<file path="config.mk">
export PLATFORM = sky130hd
export DESIGN_NAME = glrd_queue
export DESIGN_NICKNAME = d
export VERILOG_FILES = /design/src/hw/rtl/glrd_pkg.sv /design/src/hw/rtl/glrd_queue.sv
export SDC_FILE = /design/constraint.sdc
export NUM_CORES = 1
export LEC_CHECK = 0
export ABC_AREA = 0
export BUFFER_PORTS_ARGS = -buffer_cell sky130_fd_sc_hd__buf_2
export CAP_MARGIN = 25
export CORE_MARGIN = 3
export CORE_UTILIZATION = 40
export DETAILED_ROUTE_END_ITERATION = 16
export GPL_TIMING_DRIVEN = 0
export HOLD_SLACK_MARGIN = 0.06
export PLACE_DENSITY = 0.69
export SKIP_CTS_REPAIR_TIMING = 1
export SLEW_MARGIN = 20
export SYNTH_ARGS = -nofsm -noshare
export SYNTH_HDL_FRONTEND = slang
export SYNTH_SLANG_ARGS = --single-unit
export TNS_END_PERCENT = 50
</file>
<file path="constraint.sdc">
create_clock -name clk -period 11.3 [get_ports clk]
set_clock_uncertainty 0.15 [all_clocks]
set_input_delay 1.13 -clock clk [delete_from_list [all_inputs] [get_ports clk]]
set_output_delay 1.13 -clock clk [all_outputs]
set_load 0.05 [all_outputs]
</file>
<file path="src/hw/rtl/glrd_pkg.sv">
package glrd_pkg;

  // Configuration register indexes
  typedef enum logic [1:0] {
    REG_BACKUP_EN  = 2'd0,
    REG_SKIP_OLD   = 2'd1,
    REG_START_TIME = 2'd2
  } cfg_reg_t;

  localparam logic [31:0] ERASED_WORD = 32'hFFFF_FFFF;
  localparam logic [31:0] SIGN_ADD    = 32'h8000_0000;
  localparam int          FRAC_BITS   = 24;

  // Reciprocals for the constant divisions
  // w / 1000000 = (w >> 6) / 15625 = (x * M_DEG) >> 40, exact for x < 2**26
  localparam logic [26:0] M_DEG     = 27'd70368745;
  localparam logic [19:0] DIGIT_SPLIT = 20'd1000000;
  // (mins << 24) / 600000 = (mins << 18) / 9375; estimate is low by at most 1
  localparam logic [28:0] M_MIN     = 29'd469124961;
  localparam logic [13:0] MIN_DIV   = 14'd9375;
  // y / 125 = (y * M_SPD) >> 31, exact for y < 2**24
  localparam logic [24:0] M_SPD     = 25'd17179870;

  // One record as it travels from the front to the back
  typedef struct packed {
    logic [31:0] longitude_raw;
    logic [31:0] latitude_raw;
    logic [31:0] time_raw;
    logic [15:0] altitude_raw;
    logic [7:0]  speed_knots;
    logic        append;
  } glrd_item_t;

  // Fields that ride alongside the coordinate lanes
  typedef struct packed {
    logic [31:0] epoch;
    logic        ok;
    logic [17:0] speed;
    logic [15:0] altitude;
    logic        append;
  } glrd_side_t;

  // Day of year at the first of each month, non-leap
  function automatic logic [8:0] month_start(input logic [3:0] mon);
    logic [8:0] d;
    unique case (mon)
      4'd1:    d = 9'd0;
      4'd2:    d = 9'd31;
      4'd3:    d = 9'd59;
      4'd4:    d = 9'd90;
      4'd5:    d = 9'd120;
      4'd6:    d = 9'd151;
      4'd7:    d = 9'd181;
      4'd8:    d = 9'd212;
      4'd9:    d = 9'd243;
      4'd10:   d = 9'd273;
      4'd11:   d = 9'd304;
      4'd12:   d = 9'd334;
      default: d = 9'd0;
    endcase
    return d;
  endfunction

endpackage

</file>
<file path="src/hw/rtl/glrd_queue.sv">
module glrd_queue #(
  parameter int DEPTH = 4
) (
  input  logic                 clk,
  input  logic                 rst,
  input  logic                 push,
  input  glrd_pkg::glrd_item_t push_item,
  output logic                 full,
  output logic                 head_valid,
  output glrd_pkg::glrd_item_t head_item,
  input  logic                 pop
);
  import glrd_pkg::*;

  localparam int AW = (DEPTH > 1) ? $clog2(DEPTH) : 1;
  localparam int CW = $clog2(DEPTH + 1);

  glrd_item_t    entries [DEPTH];
  logic [AW-1:0] wr_ptr;
  logic [AW-1:0] rd_ptr;
  logic [CW-1:0] count;
  logic          do_pop;

  assign full       = (count == CW'(DEPTH));
  assign head_valid = (count != '0);
  assign head_item  = entries[rd_ptr];
  assign do_pop     = pop && head_valid;

  // Storage
  always_ff @(posedge clk) begin
    if (push) begin
      entries[wr_ptr] <= push_item;
    end
  end

  // Pointers and fill count
  always_ff @(posedge clk) begin
    if (rst) begin
      wr_ptr <= '0;
      rd_ptr <= '0;
      count  <= '0;
    end else begin
      if (push) begin
        wr_ptr <= (wr_ptr == AW'(DEPTH - 1)) ? '0 : wr_ptr + 1'b1;
      end
      if (do_pop) begin
        rd_ptr <= (rd_ptr == AW'(DEPTH - 1)) ? '0 : rd_ptr + 1'b1;
      end
      if (push && !do_pop) begin
        count <= count + 1'b1;
      end else if (do_pop && !push) begin
        count <= count - 1'b1;
      end
    end
  end

`ifndef SYNTHESIS
  assert property (@(posedge clk) disable iff (rst) push |-> !full)
    else $error("push into full queue");
  assert property (@(posedge clk) disable iff (rst) count <= CW'(DEPTH))
    else $error("queue count overflow");
`endif

endmodule

</file>
==> Word-level counts from Yosys, hierarchy flattened <==
Memories as Yosys holds them, arrays and structs flattened. A register that Yosys moved wholly into a read port is not among the register bits.
Cells that the tools add are included.
{ "word_totals": {"regBits": 7, "latch_bits": 0, "ramBits": 484, "romBits": 0, "in_bits": 125, "out_inout_bits": 123, "n_memories": 1} }
{ "memory_table": {"columns": ["memory", "depth", "word_bits", "read_ports", "rd_clocked_by_memory_dff", "wr", "line_no", "rtl"], "rows": [
  ["entries", 4, 121, 1, 1, 1, "glrd_queue.sv:18", "glrd_item_t entries [DEPTH];"]
]} }
{ "classes": {"addsub": 4, "multipliers": 0, "div_mod_pow": 0, "n_lt_le_gt_ge": 0, "eq_ne": 3, "n_shift": 0, "n_mux": 8, "bitwise": 0, "reduce_logical": 7} }
{ "op_table": {"columns": ["operator", "count"], "rows": [
  ["$mux 2", 4],
  ["$mux 3", 2],
  ["$add 2x1->2 const B", 2],
  ["$eq 2x2->1 const B", 2],
  ["$add 3x1->3 const B", 1],
  ["$eq 3x3->1 const B", 1],
  ["$logic_and 1x1->1", 3],
  ["$reduce_bool 3->1", 1],
  ["$sub 3x1->3 const B", 1],
  ["$logic_not 1->1", 2],
  ["$mux 1", 2],
  ["$reduce_bool 2->1", 1]
]} }

==> Logic depth before layout (Yosys ltp) <==
{ "depth": {"word_depth": 5, "depth_mapped": 7, "ltp_nobuf": 7} }

==> Worst setup path before layout <==
No wires, ideal clock.
{ "synth_path": {"path_type": "in2reg", "from": "input push", "to": "memory entries[0][0] in the netlist's numbering, enable pin", "setup_time_ns": 0.494, "arrival_ns": 3.907, "slack_ns": 6.749, "path_stages": 1, "n_path_buf": 0, "path_cell_list": "and2_1"} }
{ "synth_between": {"elab_chain_len": 2} }
{ "synth_lines": {"columns": ["item", "line_no", "rtl"], "rows": [
  ["start: declaration", "glrd_queue.sv:6", "input logic push,"],
  ["$mux 1", "glrd_queue.sv:31", "if (push) begin"],
  ["$mux 1 (implied by the code)", "glrd_queue.sv:32", "entries[wr_ptr] <= push_item;"],
  ["end: declaration", "glrd_queue.sv:18", null]
]} }
No other way between the ends.

==> results.ini <==
[logic_synthesis]
ys_ff_latch=493
synth_xor_area_share_pct=0.0973
yosys.area_share.adder_pct=0.528
synth.area.mux_share_pct=15.4
syn-cell-area_sq_um=18000
yosysWarnings=0
synth-simple-area-share_pct=0.431
synth_seq_area_share_pct=81.8
syn_nets=808
synth.avg_cell_area_sq_um=26.6
synth-compound-area-share_pct=0.125
synth_top_family_by_area=multiplexers
syn_inst=676
ys_types=22

[sta]
max_freq_ghz=0.245
fin_crit_ps=4080
tightest_slew_ps=944
finalCritPeriodShare_pct=36.1
slew_headroom_pct=37.1
setup_tns_ps=0
final-setup-viol-count=0
hold_viol=0
maxSlewViolCount=0
rsz0062_at_grt=no

[setup_path]
critPathMaxFanout=11
startpoint_type=flip-flop
cp_top_family=buffers and inverters
crit_chain=clkbuf_1, buf_2, mux4_2, buf_2
cp_num_cells=4
crit_arrival_ps=2800
rr_worst_depth=7
crit_top_cell=buf_2
end_kind=output port
slowest_delay_ps=730
path_buf_inv=3
cp.required_ps=10020
criticalPathCategory=reg2out
crit_path_top_delay_cell=clkbuf_1

[clock_network]
numCtsBuffers=51
clkTransAtPathRegs_ps=60
clockBufferDepth=3
cts_sinks=493
root_buffer=clkbuf_16
cts_tree=done
htree_levels=2
clkLatencyLatePin_ps=580

[global_route]
grt_max_degree=46
grt_usage_pct=14.9
antenna_found_initial=7
grt-ovfl-total=0
first_global_vias=8580
grt_pass1_wl_microns=52900

[detailed_routing]
ant_nets=0
dr.pass1.iters=4
drc=0
wl_per_cell_microns=21.7
drt_iter0_markers=554
routed-via-count=8139
routed_wl_microns=35200
vias_per_cell=5.02

[floorplanning]
coreArea_sq_um=44300
start_util_pct=40.6
die_height_microns=218
die_w_microns=218
io_pins=248
rows=77
dieArea_sq_um=47600

[finish]
area_delta_synth_final_pct=21.7
instances_no_fill=1622
drive_above_1_share_pct=47.0
nets=1119

[power]
p_total_mw=5.08
p_leak_nw=7.35
power_frac_seq_pct=41.8
combPwrFrac_pct=26.4
power.density_nw_per_um2=232
p_sw_share_pct=31.2
p_switching_mw=1.59
clkPwrFrac_pct=31.8
p_int_mw=3.49
ir_drop_mv=0.222

[job]
drv_cap=0

[run_status]
status=complete, no violations

[worst_hold_path]
min_path_cells=2
hold_class=reg2reg

[place]
port_buffers=247
dp_cells=1526
hpwl_microns=22100
finalWeightedCongestion=0.677

[registers in the layout, indices dropped and copies added, names as in the netlist, named ones only]
signal   cells
entries    484
count        3
rd_ptr       2
wr_ptr       2
[stage by stage]
step	util [%]	instance area [sq um]	setup slack [ps]	hold WS (ps)
final	49.4	21900	7220	354
after global routing	49.4	21900	7010	400
after CTS	49.4	21900	7000	358
after detailed placement	45.7	20300	7660	346
after global placement	45.1	20000	4050	340
after floorplan	-	18000	6750	306
[layout by cell type (no fill, tap or decap)]
master / Yosys / routed
o31ai_1: 1 / 1
buf_6: 1 / 1
inv_1: 3 / 3
mux2i_1: 4 / 4
mux4_2: 121 / 121
and2_4: 0 / 4
buf_1: 3 / 3
diode_2: 0 / 4
inv_6: 0 / 1
nor2_1: 6 / 6
buf_4: 3 / 3
clkinv_1: 0 / 8
o21ai_0: 1 / 1
clkbuf_1: 1 / 9
bufinv_16: 0 / 4
or3_1: 3 / 3
clkinv_2: 0 / 13
a21oi_1: 2 / 2
buf_12: 10 / 13
clkinv_4: 0 / 1
dfxtp_1: 9 / 9
edfxtp_1: 484 / 484
nand2_1: 1 / 1
fa_1: 1 / 1
clkinvlp_4: 0 / 3
clkinv_8: 0 / 1
buf_2: 9 / 256
nor3b_1: 1 / 1
buf_16: 0 / 8
clkbuf_16: 0 / 53
xor2_1: 2 / 2
ha_1: 6 / 6
[tightest hold or removal path, cell delays in order (launching register included)]
cell and delay [ps]:
dfxtp_1 320, nand2_1 60, a21oi_1 70
[worst paths after layout]
path / slack [ps] / end / start
worst max-delay path: 7220 / head_item[43] / flip-flop
worst min-delay path: 350 / rd_ptr[0] / rd_ptr[0]
worst max register to register: 8840 / count[2] / count[1]
worst min register to register: 350 / rd_ptr[0] / rd_ptr[0]
[per-layer routing]
layer / GRT usage [%] / share of wire, %
met1: 19.4 / 40
met2: 23.9 / 49
met3: 4.78 / 8.6
met4: 5.02 / 2.4
met5: 0 / 0.16
[synthesized netlist by cell type (all sizes together)]
cell | number | area (sq um)
nor3b | 1 | 7.51
inv | 3 | 11.3
ha | 6 | 75.1
or3 | 3 | 18.8
mux4 | 121 | 2730
xor2 | 2 | 17.5
fa | 1 | 20.0
dfxtp | 9 | 180
mux2i | 4 | 40.0
nor2 | 6 | 22.5
and2 | 4 | 25.0
nand2 | 1 | 3.75
edfxtp | 484 | 14500
buf | 26 | 290
o31ai | 1 | 7.51
a21oi | 2 | 10.0
o21ai | 1 | 5.00
clkbuf | 1 | 3.75
[power groups by stage]
stage	registers, mW	logic [mW]	clock network [mW]
detailed placement	2.16	1.36	0
finish	2.12	1.34	1.61
global placement	2.18	1.34	0
CTS	2.12	1.37	1.67
floorplan	2.16	1.04	0
global route	2.13	1.41	1.74
[area by class of cell]
cell class	instances	area [sq um]
multi-input combinational	153	2990
fill	3566	22400
inverter	3	11.3
clock inverter	31	272
tap	592	741
timing repair buffer	258	1520
buffer	27	294
sequential	493	14700
antenna	4	10.0
clock buffer	61	1360
[cell families after synthesis]
kind of cell / after synthesis
AOI/OAI and AO/OA: 4
xor gates and xnor gates: 2
adders and majority gates: 7
buffers and inverters: 30
DFF: 493
muxes: 125
and+or+nand+nor: 15
Note: power is estimated with default switching activity, not from simulation.
