File: config.mk
export PLATFORM = sky130hd
export DESIGN_NAME = glrd_front
export DESIGN_NICKNAME = d
export VERILOG_FILES = /design/src/hw/rtl/glrd_pkg.sv /design/src/hw/rtl/glrd_front.sv
export SDC_FILE = /design/constraint.sdc
export NUM_CORES = 1
export LEC_CHECK = 0
export BUFFER_PORTS_ARGS = -buffer_cell sky130_fd_sc_hd__buf_2
export CAP_MARGIN = 20
export CORE_ASPECT_RATIO = 0.7
export CORE_MARGIN = 2
export CORE_UTILIZATION = 39
export DETAILED_ROUTE_END_ITERATION = 12
export PLACE_DENSITY = 0.77
export REMOVE_ABC_BUFFERS = 1
export SYNTH_ARGS = -nofsm -noshare
export SYNTH_HDL_FRONTEND = slang
export SYNTH_SLANG_ARGS = --single-unit
File: constraint.sdc
create_clock -name clk -period 2.2 [get_ports clk]
set_clock_uncertainty 0.05 [all_clocks]
set_input_delay 0.11 -clock clk [delete_from_list [all_inputs] [get_ports clk]]
set_output_delay 0.11 -clock clk [all_outputs]
set_load 0.02 [all_outputs]
File: src/hw/rtl/glrd_pkg.sv
package glrd_pkg;

  // Configuration register indexes
  typedef enum logic [1:0] {
    REG_BACKUP_EN  = 2'd0,
    REG_SKIP_OLD   = 2'd1,
    REG_START_TIME = 2'd2
  } cfg_reg_t;

  localparam logic [31:0] ERASED_WORD = 32'hFFFF_FFFF;
  localparam logic [31:0] SIGN_ADD    = 32'h8000_0000;
  localparam int          FRAC_BITS   = 24;

  // Reciprocals for the constant divisions
  // w / 1000000 = (w >> 6) / 15625 = (x * M_DEG) >> 40, exact for x < 2**26
  localparam logic [26:0] M_DEG     = 27'd70368745;
  localparam logic [19:0] DIGIT_SPLIT = 20'd1000000;
  // (mins << 24) / 600000 = (mins << 18) / 9375; estimate is low by at most 1
  localparam logic [28:0] M_MIN     = 29'd469124961;
  localparam logic [13:0] MIN_DIV   = 14'd9375;
  // y / 125 = (y * M_SPD) >> 31, exact for y < 2**24
  localparam logic [24:0] M_SPD     = 25'd17179870;

  // One record as it travels from the front to the back
  typedef struct packed {
    logic [31:0] longitude_raw;
    logic [31:0] latitude_raw;
    logic [31:0] time_raw;
    logic [15:0] altitude_raw;
    logic [7:0]  speed_knots;
    logic        append;
  } glrd_item_t;

  // Fields that ride alongside the coordinate lanes
  typedef struct packed {
    logic [31:0] epoch;
    logic        ok;
    logic [17:0] speed;
    logic [15:0] altitude;
    logic        append;
  } glrd_side_t;

  // Day of year at the first of each month, non-leap
  function automatic logic [8:0] month_start(input logic [3:0] mon);
    logic [8:0] d;
    unique case (mon)
      4'd1:    d = 9'd0;
      4'd2:    d = 9'd31;
      4'd3:    d = 9'd59;
      4'd4:    d = 9'd90;
      4'd5:    d = 9'd120;
      4'd6:    d = 9'd151;
      4'd7:    d = 9'd181;
      4'd8:    d = 9'd212;
      4'd9:    d = 9'd243;
      4'd10:   d = 9'd273;
      4'd11:   d = 9'd304;
      4'd12:   d = 9'd334;
      default: d = 9'd0;
    endcase
    return d;
  endfunction

endpackage

File: src/hw/rtl/glrd_front.sv
module glrd_front (
  input  logic                 clk,
  input  logic                 rst,
  input  logic                 cfg_valid,
  output logic                 cfg_ready,
  input  logic [1:0]           cfg_index,
  input  logic [31:0]          cfg_data,
  input  logic                 in_valid,
  output logic                 in_stall,
  input  logic [31:0]          longitude_raw,
  input  logic [31:0]          latitude_raw,
  input  logic [31:0]          time_raw,
  input  logic [15:0]          altitude_raw,
  input  logic [7:0]           speed_knots,
  input  logic                 q_full,
  output logic                 push,
  output glrd_pkg::glrd_item_t push_item
);
  import glrd_pkg::*;

  logic        backup_en;
  logic        skip_old;
  logic [31:0] kept_time;
  logic        accept;
  logic        erased;
  logic        newer;
  logic        cfg_we;

  assign cfg_ready = 1'b1;
  assign cfg_we    = cfg_valid && cfg_ready;
  assign in_stall  = q_full;
  assign accept    = in_valid && !in_stall;
  assign erased    = (longitude_raw == ERASED_WORD);
  assign newer     = (time_raw > kept_time);

  // Classify: drop erased slots and, with backup and skip-old set, records not newer
  assign push = accept && !erased && !(backup_en && skip_old && !newer);

  always_comb begin
    push_item.longitude_raw = longitude_raw;
    push_item.latitude_raw  = latitude_raw;
    push_item.time_raw      = time_raw;
    push_item.altitude_raw  = altitude_raw;
    push_item.speed_knots   = speed_knots;
    push_item.append        = backup_en && newer;
  end

  // Configuration registers and kept time
  always_ff @(posedge clk) begin
    if (rst) begin
      backup_en <= 1'b0;
      skip_old  <= 1'b0;
      kept_time <= '0;
    end else begin
      if (cfg_we) begin
        unique case (cfg_index)
          REG_BACKUP_EN:  backup_en <= cfg_data[0];
          REG_SKIP_OLD:   skip_old  <= cfg_data[0];
          REG_START_TIME: kept_time <= cfg_data;
          default: ;
        endcase
      end else if (accept && !erased && backup_en && newer) begin
        kept_time <= time_raw;
      end
    end
  end

`ifndef SYNTHESIS
  // Kept time only moves forward unless reloaded
  assert property (@(posedge clk) disable iff (rst)
    !(cfg_we && cfg_index == REG_START_TIME) |=> kept_time >= $past(kept_time))
    else $error("kept time went backwards");
`endif

endmodule

Yosys cells after proc, flatten, opt, wreduce, memory -nomap -nowiden
Cells that the tools add are included.
Storage, ports and cells
  output and inout bits: 124
  register bits after elaboration: 34
Cells by class
  equality and inequality tests: 4
  reduce and logical (&&, ||, !) cells: 17
  $lt $le $gt $ge: 1
  mux-type cells: 3
Operators by type and width (count)
  $mux 32: 3
  $eq 32x32->1 const B: 1
  $gt 32x32->1: 1
  $logic_and 1x1->1: 8
  $reduce_and 2->1: 3
  $logic_not 1->1: 4
  $eq 2x1->1 const B: 1
  $eq 2x2->1 const B: 1
  $logic_not 2->1: 1
  $ne 2x1->1 const B: 1
  $reduce_bool 2->1: 1

Logic depth before layout (Yosys ltp)
  word-level depth: 7
  depth in mapped cells: 10
  depth with buffers taken out: 8

Least setup slack after synthesis
No wires, ideal clock.
  kind: register to output
  start: reg kept_time[21]
  end: out push_item[0] in the netlist's numbering
  setup slack: -181 ps
  stages on the path, launching flop included: 10
  arrival: 2221 ps
  buffers on the path: 1
  cell sequence: dfxtp_1 > inv_1 > ha_1 > a21oi_1 > o21a_1 > o211a_1 > o21ai_2 > clkbuf_1 > nor2_1 > nor3b_1
RTL lines
  start: declaration: RTL line glrd_front.sv:23  | logic [31:0] kept_time;
  start signal: assignment: RTL line glrd_front.sv:59  | REG_START_TIME: kept_time <= cfg_data;
  start signal: assignment: RTL line glrd_front.sv:63  | kept_time <= time_raw;
  end: declaration: RTL line glrd_front.sv:17  | output glrd_pkg::glrd_item_t push_item

Final worst setup path
  start: reg kept_time[31]
  end: out push
Between the ends
  longest elaborated chain between the ends: 5
Ends and longest elaborated chain
  $gt 32x32->1: RTL line glrd_front.sv:34  | assign newer = (time_raw > kept_time);
  $logic_not 1->1: RTL line glrd_front.sv:37  | assign push = accept && !erased && !(backup_en && skip_old && !newer);
  $logic_and 1x1->1: RTL line glrd_front.sv:37
  $logic_not 1->1: RTL line glrd_front.sv:37
  $logic_and 1x1->1: RTL line glrd_front.sv:37
  end: declaration: RTL line glrd_front.sv:16  | output logic push,
Every way passes these cells.

==> impl_results.md <==
- Max Freq: about 400 MHz
- Ys Warns: 0
- Final Critical Period: 2.51 ns
- Final Hold Viols: 0
- Synth unique cells: 40
- Critical path destination: push
- Multi-input gate area in the final layout: approximately 2700 um^2
- Type of the worst min-delay path: primary input to register
- Aggregate global routing overflow: 0
- Most frequently used flop master after synthesis: sky130_fd_sc_hd__dfxtp_1
- Outcome: finished with violations
- Antenna violations before repair: 1
- Setup slack after placement: -0.310 ns
- Final HPWL from detailed placement: roughly 14000 um
- CP Launch Point: kept_time[31]
- RePlAce Congestion: 0.990
- Total standard cell area after synthesis: roughly 4000 um^2
- Busiest layer in global routing: met2
- Initial cell density of the core: between 30% and 40%
- Clock tree from TritonCTS: yes
- Detailed-route DRC error count: 0
- Number of nets with antenna violations after detailed routing: 0
- Placeable core region: around 10000 um^2
- Number of buffers added on ports: between 150 and 200
- Maximum root-to-sink buffer count: 2
- Met2 track demand over resource in global routing: 49.6%
- Flip-flop and latch count after synthesis: 34
- Critical path capture point type: output pin
- Detailed-route wire length per cell: ~25 um
- Worst endpoint data arrival time: approximately 2.4 ns
- Top cells by area in the synthesized netlist: sky130_fd_sc_hd__buf_4 (22%), sky130_fd_sc_hd__dfxtp_1 (17%), sky130_fd_sc_hd__ha_1 (9.8%)
- Max_cap viols: 0
- Setup-failing EPs final: 34
- Peak supply drop: ~0.24 mV
- Post-route fraction of the period consumed by the critical path: 114%
- Mean instance size in the synthesized netlist: about 7.4 um^2
- Count of H-tree levels built during CTS: 2
- Violated checks: negative setup slack
- Register area share after synthesis: between 10% and 20%
- Pin count of the biggest net entering global routing: 46
- Global-route wire length before repair: 26400 um
- Final setup slack of the worst path: -0.310 ns
- Worst path slowest cell: sky130_fd_sc_hd__or4_4
- GRT met1 Usage: between 30% and 40%
- Number of global-route vias before repair: just over 4000
- Detailed Routing Iterations Pass 1: 4
- Die ar.: roughly 11000 um^2
- Vias per cell: ~5.5
- Clock Pin Slew Worst Setup and Hold Paths: roughly 0.06 ns
- Layout fillers: 936
- Row cnt: 31
- Setup CP Type: register to output pin
- Synthesis-to-finish area growth: 26.9%
- Total power: between 2 and 2.5 mW
- Path depth of the worst reg2reg path: 13
- Count of vias placed by the detailed router: between 4000 and 5000
- Cell at the root of the clock tree: sky130_fd_sc_hd__clkbuf_16
- Reg area: between 700 and 800 um^2
- Final design utilization: 50.7%
- FF-to-FF End: kept_time[2]
- Die span in y: around 90 um
- Clock latency on the worst-skew pair: just under 0.3 ns
- Library cell with the largest summed area after synthesis: sky130_fd_sc_hd__buf_4
- RSZ-0062 raised after global routing: yes
- NumNets Final: about 820
- GRT Total Usage: 31.4%
- Setup slack of the most critical reg-to-reg path: -0.28 ns
- Crit Reg-Reg Startpoint: kept_time[8]
- Iter 0 DRT Violations: 430
- Horizontal die dimension: between 100 and 150 um
- Required time at the endpoint of the critical path: roughly 2.0 ns
- Share of synthesized flip-flops with an asynchronous set or reset: 0%
- Type of origin of the critical path: register
- Crit-path max FO: 3
- Series of cell instances along the critical path: inv_1 -> ha_4 -> nand4_2 -> or4_4 -> nor2_4 -> buf_6 -> o21bai_4 -> a31oi_2 -> buf_4
- Post-synthesis cell count: 552
- Final count of pins violating max slew: 0
- Post-synth top cells: sky130_fd_sc_hd__buf_4 (122), sky130_fd_sc_hd__nand2_1 (100), sky130_fd_sc_hd__o211ai_1 (35)
- DRT Wirelength: about 19000 um
- Number of flops mapped to enable cells by yosys: 0
- Power Dens Cells: between 400 and 500 nW/um^2
- Total clock buffers created by CTS: 5
- I/O pin total: around 280
- Count leader, synth: sky130_fd_sc_hd__buf_4
- Leakage power figure: between 2 and 2.5 nW
- Highest cell delay on the worst timing path: roughly 0.57 ns
- Clock Sink Count: 34
- Met3 layer usage reported by global route: between 20% and 30%
- Portion of synthesized cell area occupied by the leading cell type: 22.3%
- Fraction of layout instances using a drive strength above 1: between 50% and 60%
logic make-up after synthesis:
group	after synthesis	share of synthesized area, %
other cells	1	0.0913
buf+inv	188	29.2
mux	3	0.762
flops	34	16.6
compound gates	123	24.0
simple gates	171	19.7
fa+ha+maj	32	9.75
through the flow:
step	instance area [um^2]	cells	hold WS, ns	TNS (ns)
3_5_place_dp	4390	736	0.170	-8.56
4_1_cts	5070	759	0.0303	-5.10
6_report	5210	765	0.0370	-7.18
3_3_place_gp	4390	736	0.170	-10.53
2_1_floorplan	3030	397	0.132	-24.64
5_1_grt	5210	765	0.0366	-9.94
power by group:
group / internal [mW] / switching, mW
Sequential: 0.643 / 0.0154
Combinational: 0.326 / 0.450
Clock: 0.450 / 0.286
critical path: cells and delay by family, from the launching register on:
kind                     cells  cell delay (ns)
flip-flops                   1             0.33
adder cells (fa/ha/maj)      1             0.29
AO/OA/AOI/OAI                2             0.19
AND/OR/NAND/NOR              3             0.85
buffers and inverters        3             0.38
layout make-up:
type | count | area share (%)
timing repair buffer | 224 | 26.1
clock inverter | 1 | 0.0960
sequential | 34 | 13.5
clock buffer | 7 | 2.74
multi-input combinational | 333 | 51.9
tap | 132 | 3.17
inverter | 33 | 2.38
antenna | 1 | 0.0480
worst min path at each step:
stage | to | depth (start not counted) | slack (ns) | from
finish | backup_en | 2 | 0.04 | rst
global route | backup_en | 2 | 0.04 | rst
CTS | backup_en | 2 | 0.03 | rst
detailed placement | push_item[13] | 0 | 0.17 | altitude_raw[4]
global placement | push_item[13] | 0 | 0.17 | altitude_raw[4]
floorplan | backup_en | 1 | 0.13 | rst
layer usage:
metal | share of wire, % | vias up
li1 | - | 1972
met4 | 3.5 | 2
met2 | 45 | 289
met5 | 0.50 | -
met1 | 33 | 1945
met3 | 19 | 36
state kept, by name (all words and copies together) (netlist names):
register and count:
backup_en 1, skip_old 1, kept_time 32
layout by cell type, fill, tap and decap left out, types with 2 or more instances in the layout:
cell type	n
sky130_fd_sc_hd__inv_1	17
sky130_fd_sc_hd__dfxtp_1	14
sky130_fd_sc_hd__o211ai_1	35
sky130_fd_sc_hd__clkbuf_16	5
sky130_fd_sc_hd__dfxtp_2	20
sky130_fd_sc_hd__nand4_1	15
sky130_fd_sc_hd__a21oi_2	2
sky130_fd_sc_hd__ha_1	7
sky130_fd_sc_hd__o211ai_2	30
sky130_fd_sc_hd__inv_2	16
sky130_fd_sc_hd__a21o_1	2
sky130_fd_sc_hd__buf_6	14
sky130_fd_sc_hd__nor4_1	2
sky130_fd_sc_hd__a21oi_1	10
sky130_fd_sc_hd__o211a_4	3
sky130_fd_sc_hd__nor2_1	3
sky130_fd_sc_hd__nor2_4	3
sky130_fd_sc_hd__o21ai_0	32
sky130_fd_sc_hd__nor2b_4	2
sky130_fd_sc_hd__buf_2	167
sky130_fd_sc_hd__nand3_1	4
sky130_fd_sc_hd__and3_1	32
sky130_fd_sc_hd__ha_4	25
sky130_fd_sc_hd__mux2i_1	2
sky130_fd_sc_hd__nand2_1	100
sky130_fd_sc_hd__buf_4	39
sky130_fd_sc_hd__buf_12	3
sky130_fd_sc_hd__or4_4	2
repair_timing:
item                       CTS  global route
setup buffers               10             5
setup endpoints to repair   34            34
cloned                       5             1
pin swaps                   46            32
hold buffers                 0             0
gates resized for setup     80            23
Power figures use the tool's default switching activity.
